$ cat config.mk
export PLATFORM = sky130hd
export DESIGN_NAME = cir_ctrl
export DESIGN_NICKNAME = d
export VERILOG_FILES = /design/src/cir_pkg.sv /design/src/cir_ctrl.sv
export SDC_FILE = /design/constraint.sdc
export NUM_CORES = 1
export LEC_CHECK = 0
export ABC_AREA = 1
export BUFFER_PORTS_ARGS = -buffer_cell sky130_fd_sc_hd__buf_4
export CAP_MARGIN = 0
export CORE_MARGIN = 4
export CORE_UTILIZATION = 55
export CTS_BUF_LIST = sky130_fd_sc_hd__clkbuf_4
export DETAILED_ROUTE_END_ITERATION = 10
export GPL_ROUTABILITY_DRIVEN = 1
export PLACE_DENSITY = 0.8
export RECOVER_POWER = 100
export SYNTH_ARGS = -nofsm -noshare
export SYNTH_HDL_FRONTEND = slang
export SYNTH_SLANG_ARGS = --single-unit
$ cat constraint.sdc
create_clock -name clk -period 2.7 [get_ports clk]
set_input_delay 0.54 -clock clk [delete_from_list [all_inputs] [get_ports clk]]
set_output_delay 0.54 -clock clk [all_outputs]
set_load 0.01 [all_outputs]
$ cat src/cir_pkg.sv
// ----------------------------------------------------------------------------
// cir_pkg
// Shared types, codes and constants of the contact impulse resolver.
// ----------------------------------------------------------------------------
package cir_pkg;

  localparam int BODY_COUNT_DEF = 64;
  localparam int DIV_DVD_W      = 56;
  localparam int DIV_DVS_W      = 32;

  localparam logic [1:0] CMD_LOAD    = 2'd0;
  localparam logic [1:0] CMD_CONTACT = 2'd1;
  localparam logic [1:0] CMD_READ    = 2'd2;
  localparam logic [1:0] CMD_SPARE   = 2'd3;

  localparam logic [1:0] STAT_DONE = 2'd0;
  localparam logic [1:0] STAT_SKIP = 2'd1;
  localparam logic [1:0] STAT_SAT  = 2'd2;

  localparam logic [16:0] RESTITUTION_RST = 17'd6554;

  typedef struct packed {
    logic [1:0]         cmd;
    logic [5:0]         index_a;
    logic [5:0]         index_b;
    logic signed [31:0] pos_x;
    logic signed [31:0] pos_y;
    logic signed [31:0] vel_x;
    logic signed [31:0] vel_y;
    logic [30:0]        inv_mass;
    logic signed [31:0] acc_x;
    logic signed [31:0] acc_y;
    logic [31:0]        contact_normal;
    logic [31:0]        penetration_dt;
  } cir_in_t;

  typedef struct packed {
    logic signed [31:0] out_pos_x;
    logic signed [31:0] out_pos_y;
    logic signed [31:0] out_vel_x;
    logic signed [31:0] out_vel_y;
    logic [1:0]         status;
  } cir_out_t;

  typedef struct packed {
    logic signed [31:0] px;
    logic signed [31:0] py;
    logic signed [31:0] vx;
    logic signed [31:0] vy;
    logic [30:0]        imass;
    logic signed [31:0] ax;
    logic signed [31:0] ay;
  } cir_body_t;

  typedef enum logic [5:0] {
    ST_IDLE, ST_DISPATCH, ST_LOAD, ST_RDA, ST_CAPA, ST_RDB, ST_CAPB, ST_CHK,
    ST_M1, ST_M2, ST_M3, ST_M4, ST_M5, ST_M6, ST_M7, ST_M8, ST_M9, ST_M10,
    ST_DIVI, ST_DIVI_W, ST_IMP, ST_DIVP, ST_DIVP_W, ST_PUSH,
    ST_U1, ST_U2, ST_U3, ST_U4, ST_U5, ST_COPY, ST_WRA, ST_WRB, ST_DONE
  } cir_state_t;

  typedef enum logic [5:0] {
    OP_NONE, OP_LATCH, OP_SKIP, OP_LOAD, OP_RD_A, OP_CAP_A, OP_RD_B, OP_CAP_B,
    OP_CHK, OP_M1, OP_M2, OP_M3, OP_M4, OP_M5, OP_M6, OP_M7, OP_M8, OP_M9,
    OP_M10, OP_DIVI, OP_IMP, OP_DIVP, OP_PUSH, OP_U1, OP_U2, OP_U3, OP_U4,
    OP_U5, OP_COPY, OP_WR_A, OP_WR_B, OP_EMIT
  } cir_op_t;

  typedef struct packed {
    cir_op_t    op;
    logic [1:0] grp;   // bit 0: push rather than impulse, bit 1: body b
  } cir_cmd_t;

  typedef struct packed {
    logic [1:0] cmd;
    logic       a_ok;
    logic       b_ok;
    logic       denom_zero;
    logic       div_busy;
  } cir_sts_t;

endpackage

$ cat src/cir_ctrl.sv
// ----------------------------------------------------------------------------
// cir_ctrl
// Sequencer: steps the datapath through load, read and contact resolution.
// ----------------------------------------------------------------------------
module cir_ctrl (
  input  logic                clk,
  input  logic                rst,
  input  logic                in_valid,
  output logic                in_ready,
  input  logic                out_ready,
  output logic                out_valid,
  input  cir_pkg::cir_sts_t   sts,
  output cir_pkg::cir_cmd_t   cmd
);

  cir_pkg::cir_state_t state, state_next;
  logic [1:0]          grp, grp_next;
  logic                out_free;
  logic                emit;

  assign out_free = !out_valid || out_ready;
  assign in_ready = (state == cir_pkg::ST_IDLE);
  assign emit     = (cmd.op == cir_pkg::OP_EMIT);

  always_comb begin
    state_next = state;
    case (state)
      cir_pkg::ST_IDLE:     if (in_valid) state_next = cir_pkg::ST_DISPATCH;
      cir_pkg::ST_DISPATCH: begin
        case (sts.cmd)
          cir_pkg::CMD_LOAD:
            state_next = sts.a_ok ? cir_pkg::ST_LOAD : cir_pkg::ST_DONE;
          cir_pkg::CMD_READ:
            state_next = sts.a_ok ? cir_pkg::ST_RDA : cir_pkg::ST_DONE;
          cir_pkg::CMD_CONTACT:
            state_next = (sts.a_ok && sts.b_ok) ? cir_pkg::ST_RDA : cir_pkg::ST_DONE;
          default: state_next = cir_pkg::ST_DONE;
        endcase
      end
      cir_pkg::ST_LOAD:   state_next = cir_pkg::ST_DONE;
      cir_pkg::ST_RDA:
        state_next = (sts.cmd == cir_pkg::CMD_CONTACT) ? cir_pkg::ST_RDB : cir_pkg::ST_CAPA;
      cir_pkg::ST_CAPA:   state_next = cir_pkg::ST_DONE;
      cir_pkg::ST_RDB:    state_next = cir_pkg::ST_CAPB;
      cir_pkg::ST_CAPB:   state_next = cir_pkg::ST_CHK;
      cir_pkg::ST_CHK:
        state_next = sts.denom_zero ? cir_pkg::ST_DONE : cir_pkg::ST_M1;
      cir_pkg::ST_M1:     state_next = cir_pkg::ST_M2;
      cir_pkg::ST_M2:     state_next = cir_pkg::ST_M3;
      cir_pkg::ST_M3:     state_next = cir_pkg::ST_M4;
      cir_pkg::ST_M4:     state_next = cir_pkg::ST_M5;
      cir_pkg::ST_M5:     state_next = cir_pkg::ST_M6;
      cir_pkg::ST_M6:     state_next = cir_pkg::ST_M7;
      cir_pkg::ST_M7:     state_next = cir_pkg::ST_M8;
      cir_pkg::ST_M8:     state_next = cir_pkg::ST_M9;
      cir_pkg::ST_M9:     state_next = cir_pkg::ST_M10;
      cir_pkg::ST_M10:    state_next = cir_pkg::ST_DIVI;
      cir_pkg::ST_DIVI:   state_next = cir_pkg::ST_DIVI_W;
      cir_pkg::ST_DIVI_W: if (!sts.div_busy) state_next = cir_pkg::ST_IMP;
      cir_pkg::ST_IMP:    state_next = cir_pkg::ST_DIVP;
      cir_pkg::ST_DIVP:   state_next = cir_pkg::ST_DIVP_W;
      cir_pkg::ST_DIVP_W: if (!sts.div_busy) state_next = cir_pkg::ST_PUSH;
      cir_pkg::ST_PUSH:   state_next = cir_pkg::ST_U1;
      cir_pkg::ST_U1:     state_next = cir_pkg::ST_U2;
      cir_pkg::ST_U2:     state_next = cir_pkg::ST_U3;
      cir_pkg::ST_U3:     state_next = cir_pkg::ST_U4;
      cir_pkg::ST_U4:     state_next = cir_pkg::ST_U5;
      cir_pkg::ST_U5: begin
        if (grp == 2'd3) begin
          state_next = cir_pkg::ST_WRA;
        end else if (grp == 2'd1) begin
          state_next = cir_pkg::ST_COPY;
        end else begin
          state_next = cir_pkg::ST_U1;
        end
      end
      cir_pkg::ST_COPY:   state_next = cir_pkg::ST_U1;
      cir_pkg::ST_WRA:    state_next = cir_pkg::ST_WRB;
      cir_pkg::ST_WRB:    state_next = cir_pkg::ST_DONE;
      cir_pkg::ST_DONE:   if (out_free) state_next = cir_pkg::ST_IDLE;
      default:            state_next = cir_pkg::ST_IDLE;
    endcase
  end

  always_comb begin
    cmd.grp = grp;
    cmd.op  = cir_pkg::OP_NONE;
    case (state)
      cir_pkg::ST_IDLE:     if (in_valid) cmd.op = cir_pkg::OP_LATCH;
      cir_pkg::ST_DISPATCH: begin
        if (sts.cmd == cir_pkg::CMD_CONTACT && !(sts.a_ok && sts.b_ok)) begin
          cmd.op = cir_pkg::OP_SKIP;
        end
      end
      cir_pkg::ST_LOAD:   cmd.op = cir_pkg::OP_LOAD;
      cir_pkg::ST_RDA:    cmd.op = cir_pkg::OP_RD_A;
      cir_pkg::ST_CAPA:   cmd.op = cir_pkg::OP_CAP_A;
      cir_pkg::ST_RDB:    cmd.op = cir_pkg::OP_RD_B;
      cir_pkg::ST_CAPB:   cmd.op = cir_pkg::OP_CAP_B;
      cir_pkg::ST_CHK:    cmd.op = cir_pkg::OP_CHK;
      cir_pkg::ST_M1:     cmd.op = cir_pkg::OP_M1;
      cir_pkg::ST_M2:     cmd.op = cir_pkg::OP_M2;
      cir_pkg::ST_M3:     cmd.op = cir_pkg::OP_M3;
      cir_pkg::ST_M4:     cmd.op = cir_pkg::OP_M4;
      cir_pkg::ST_M5:     cmd.op = cir_pkg::OP_M5;
      cir_pkg::ST_M6:     cmd.op = cir_pkg::OP_M6;
      cir_pkg::ST_M7:     cmd.op = cir_pkg::OP_M7;
      cir_pkg::ST_M8:     cmd.op = cir_pkg::OP_M8;
      cir_pkg::ST_M9:     cmd.op = cir_pkg::OP_M9;
      cir_pkg::ST_M10:    cmd.op = cir_pkg::OP_M10;
      cir_pkg::ST_DIVI:   cmd.op = cir_pkg::OP_DIVI;
      cir_pkg::ST_IMP:    cmd.op = cir_pkg::OP_IMP;
      cir_pkg::ST_DIVP:   cmd.op = cir_pkg::OP_DIVP;
      cir_pkg::ST_PUSH:   cmd.op = cir_pkg::OP_PUSH;
      cir_pkg::ST_U1:     cmd.op = cir_pkg::OP_U1;
      cir_pkg::ST_U2:     cmd.op = cir_pkg::OP_U2;
      cir_pkg::ST_U3:     cmd.op = cir_pkg::OP_U3;
      cir_pkg::ST_U4:     cmd.op = cir_pkg::OP_U4;
      cir_pkg::ST_U5:     cmd.op = cir_pkg::OP_U5;
      cir_pkg::ST_COPY:   cmd.op = cir_pkg::OP_COPY;
      cir_pkg::ST_WRA:    cmd.op = cir_pkg::OP_WR_A;
      cir_pkg::ST_WRB:    cmd.op = cir_pkg::OP_WR_B;
      cir_pkg::ST_DONE:   if (out_free) cmd.op = cir_pkg::OP_EMIT;
      default:            cmd.op = cir_pkg::OP_NONE;
    endcase
  end

  assign grp_next = (state == cir_pkg::ST_U5) ? grp + 2'd1 : grp;

  always_ff @(posedge clk) begin
    if (rst) begin
      state     <= cir_pkg::ST_IDLE;
      grp       <= 2'd0;
      out_valid <= 1'b0;
    end else begin
      state     <= state_next;
      grp       <= grp_next;
      out_valid <= emit ? 1'b1 : (out_ready ? 1'b0 : out_valid);
    end
  end

  a_emit_free: assert property (@(posedge clk) disable iff (rst)
    emit |-> out_free)
    else $error("result emitted over an untaken result");

  a_div_idle: assert property (@(posedge clk) disable iff (rst)
    (cmd.op == cir_pkg::OP_DIVI || cmd.op == cir_pkg::OP_DIVP) |-> !sts.div_busy)
    else $error("divider restarted while busy");

  a_accept_dispatch: assert property (@(posedge clk) disable iff (rst)
    (in_valid && in_ready) |=> (state == cir_pkg::ST_DISPATCH))
    else $error("accepted request not dispatched");

  a_grp_zero: assert property (@(posedge clk) disable iff (rst)
    (state == cir_pkg::ST_CHK) |-> (grp == 2'd0))
    else $error("update group not at start");

endmodule

**Word level (Yosys, flattened, before mapping)**

Cells that the tools add are included.

- Register bits: 9

- Add/subtract/negate cells: 1
- Equal/unequal tests: 41
- Multiplexer cells: 19
- Reduce and logical (&&, ||, !) cells: 11

Operators by type and width:

| kind | number |
|---|---|
| $pmux W6 S31 | 1 |
| $pmux W6 S30 | 1 |
| $eq A6 B5 Y1 const B | 17 |
| $eq A6 B4 Y1 const B | 8 |
| $mux W6 | 8 |
| $eq A6 B3 Y1 const B | 4 |
| $pmux W6 S3 | 1 |
| $eq A6 B2 Y1 const B | 2 |
| $ne A2 B2 Y1 const B | 4 |
| $eq A6 B1 Y1 const B | 1 |
| $eq A6 B6 Y1 const B | 1 |
| $logic_not A6 Y1 | 1 |
| $mux W3 | 2 |
| $mux W5 | 1 |
| $eq A2 B1 Y1 const B | 2 |
| $eq A2 B2 Y1 const B | 2 |
| $mux W1 | 4 |
| $reduce_and A4 Y1 | 1 |
| $reduce_or A3 Y1 | 1 |
| $add A2 B1 Y2 const B | 1 |
| $logic_and A1 B1 Y1 | 2 |
| $logic_not A1 Y1 | 2 |
| $logic_not A2 Y1 | 1 |
| $mux W2 | 1 |
| other kinds (3) | 3 |

**Longest topological paths before layout**

- Depth in word-level cells: 7
- Gate-level depth with buffers: 10
- Mapped depth without buffers: 10

**Least setup slack after synthesis**

Ideal clock, no wire load.

- Path kind: reg-to-output
- Start point: register state[3]
- End point: output cmd[4] (netlist bit)
- Data arrival time: 1.213 ns
- Path slack: 0.947 ns
- Stages on the path, launching flop included: 10
- Path buffers: 0
- Path through: dfxtp_1 inv_2 nand2_1 nor2_1 nor2_1 nor2_1 nor3b_2 nand3_1 nor2_1 nand2_1

RTL lines:

| what | RTL line | text |
|---|---|---|
| start, declared | cir_ctrl.sv:16 | `cir_pkg::cir_state_t state, state_next;` |
| start signal, assigned | cir_ctrl.sv:132 | `state <= cir_pkg::ST_IDLE;` |
| start signal, assigned | cir_ctrl.sv:136 | `state <= state_next;` |
| end, declared | cir_ctrl.sv:13 | `output cir_pkg::cir_cmd_t cmd` |

==> impl_metrics.tcl <==
set metrics [dict create \
    irDropWorstVdd_mv 0.468 \
    power.density_nw_per_um2 735 \
    power_frac_comb 0.627 \
    cts.clk_slew.worst_paths_ps 70 \
    finalSetupViolCount 0 \
    grt_max_degree 13 \
    worst_slew_pin_slew_ps 622 \
    hold_class "input pin to register" \
    period_needed_ps 2480 \
    synth_edf_count 0 \
    power.leakage_nw 0.574 \
    slew_violations 0 \
    io-pin-count 20 \
    power.share.clock 0.140 \
    cts_setup_buffers 0 \
    status "completed" \
    dp.cells 219 \
    grt_pass1_wl_mm 5.16 \
    rr_worst_depth 8 \
    critPathLaunchType "register" \
    holdBufCountCts 0 \
    fp-row-count 15 \
    antenna_found_initial 0 \
    syn-cell-area_um2 988 \
    gp_congestion 0.993 \
    seq_area_frac_synth 0.182 \
    p_sw_frac 0.529 \
    r2r_start "state[5]" \
    switchingPower_uw 441 \
    r2r-end "state[0]" \
    io_buffers 18 \
    dr_total_vias 1286 \
    synth-seq-cells 9 \
    worstSetupPathType "register to output port" \
    yosys_warnings 0 \
    die_area_um2 2540 \
    layout_commonest_cell "nand2_1" \
    wl_per_cell_um 13.4 \
    finalCritPeriodShare 0.919 \
    finalWirelength_mm 3.00 \
    ctsRootBufferMaster "clkbuf_4" \
    cp_data_required_time_ps 2160 \
    drc 0 \
    dr.pass1.iters 6 \
    antenna_left 0 \
    instances_no_fill 223 \
    antenna_cells 0 \
    cts_buffers 3 \
    syn_inst 178 \
    synth_fp_nets 190 \
    drv_cap 0 \
    cts_max_path_buffers 2 \
    synth-async-reset-ratio 0 \
    min-delay-start "rst" \
    cp_max_fo 11 \
    power_uw 833 \
    initial_utilization 0.579 \
    synth_cell_types 28 \
    track_usage 0.261 \
    r2r_slack_ps 920 \
    skew_ps 13.2 \
    tritoncts "done" \
    die_width_um 50.4 \
    final-hold-violation-count 0 \
    max_freq_ghz 0.403 \
    grt_pass1_vias 1175 \
    coreArea_um2 1710 \
    avgSynthCellArea_um2 5.55 \
    cts.sinks 9 \
    drive_gt1_frac 0.146 \
    min_path_cells 2 \
    hpwl_mm 2.48 \
    most-common-layout-cells "nand2_1 (39), nor2_1 (35), nand3_1 (21), inv_1 (20), buf_4 (10)" \
    drtIter0Drc 124 \
    p_seq_frac 0.232 \
    slew_headroom 0.584 \
    arrival_ps 1940 \
    clk_latency_ps 270 \
    cp-end-kind "output port" \
    rsz0062_at_grt "no" \
    cts_max_level 1 \
    overflow 0 \
    setup_tns_ps 0 \
    p_int_uw 392 \
    die_y_um 50.4 \
    cts_resized 0 \
    routed_via_density 5.77 \
    synth-main-ff-cell "dfxtp_1" \
    area_delta_synth_final_pct 14.7 \
    min_to "state[0]" \
    fin_nets 211 \
]
## kinds of logic after synthesis
kind of cell    count (synthesis)  synth area share
xor+xnor                        1           0.00886
buf+inv                        28             0.115
flops                           9             0.182
compound gates                 16            0.0975
other cells                     1           0.00379
fa+ha+maj                       2            0.0253
simple gates                  121             0.567
## critical path: stages (launching register included)
cell and delay (ps):
dfxtp_1 340, nor2_1 510, nand2_1 210, o21ai_1 230, inv_1 60, nand3_1 80
nor2_1 40, nand2_1 50, clkbuf_1 160
## per-layer routing
| metal | wire length, µm | vias up | share of wire | track usage |
|---|---|---|---|---|
| met5 | 0 | - | 0 | 0 |
| met3 | 314 | 18 | 0.10 | 0.0534 |
| met1 | 1220 | 552 | 0.41 | 0.333 |
| li1 | - | 618 | - | - |
| met4 | 123 | 0 | 0.041 | 0.0762 |
| met2 | 1340 | 98 | 0.45 | 0.439 |
## synth_stat cells, drive strengths merged, types with 2 or more instances
library cell | n | area [µm²]
nor2 | 39 | 159
o21ai | 7 | 35.0
inv | 25 | 93.8
nor3 | 5 | 25.0
ha | 2 | 25.0
dfxtp | 9 | 180
nand3b | 2 | 15.0
nand4 | 8 | 50.1
buf | 3 | 20.0
nor4 | 2 | 12.5
nand3 | 23 | 125
a21oi | 5 | 32.5
nand2 | 40 | 155
## stage by stage
step / worst slack, ps / cell area, µm² / hold slack [ps] / utilization
2_1_floorplan: 947 / 988 / 515 / -
4_1_cts: 278 / 1170 / 485 / 0.686
3_5_place_dp: 550 / 1140 / 550 / 0.669
6_report: 219 / 1130 / 481 / 0.664
3_3_place_gp: 634 / 1140 / 512 / 0.669
5_1_grt: 25.2 / 1130 / 484 / 0.664
## final cells by class
| type | instances | area [µm²] |
|---|---|---|
| repair buffers | 19 | 109 |
| multi-input cells | 141 | 689 |
| inverters | 25 | 93.8 |
| well taps | 25 | 31.3 |
| fillers | 175 | 574 |
| clock buffers | 4 | 30.0 |
| flip-flops and latches | 9 | 180 |
## flip-flops by register name, indices dropped and copies added, names as in the netlist
| name | flops |
|---|---|
| state | 6 |
| grp | 2 |
| out_valid | 1 |
## worst max path at each step
stage                     startpoint  endpoint  cells past startpoint
after detailed placement    state[5]    cmd[4]                      8
after floorplan             state[3]    cmd[4]                      9
after global routing        state[5]    cmd[4]                      8
after global placement      state[3]    cmd[4]                     10
after CTS                   state[5]    cmd[4]                      8
final                       state[5]    cmd[4]                      8
## power groups by stage
stage	logic, mW	registers (mW)	clock network [mW]
after floorplan	0.381	0.189	0
after global placement	0.561	0.193	0
after detailed placement	0.570	0.195	0
after CTS	0.571	0.193	0.118
after global routing	0.588	0.196	0.126
final	0.522	0.193	0.117
Note: power is estimated with default switching activity, not from simulation.
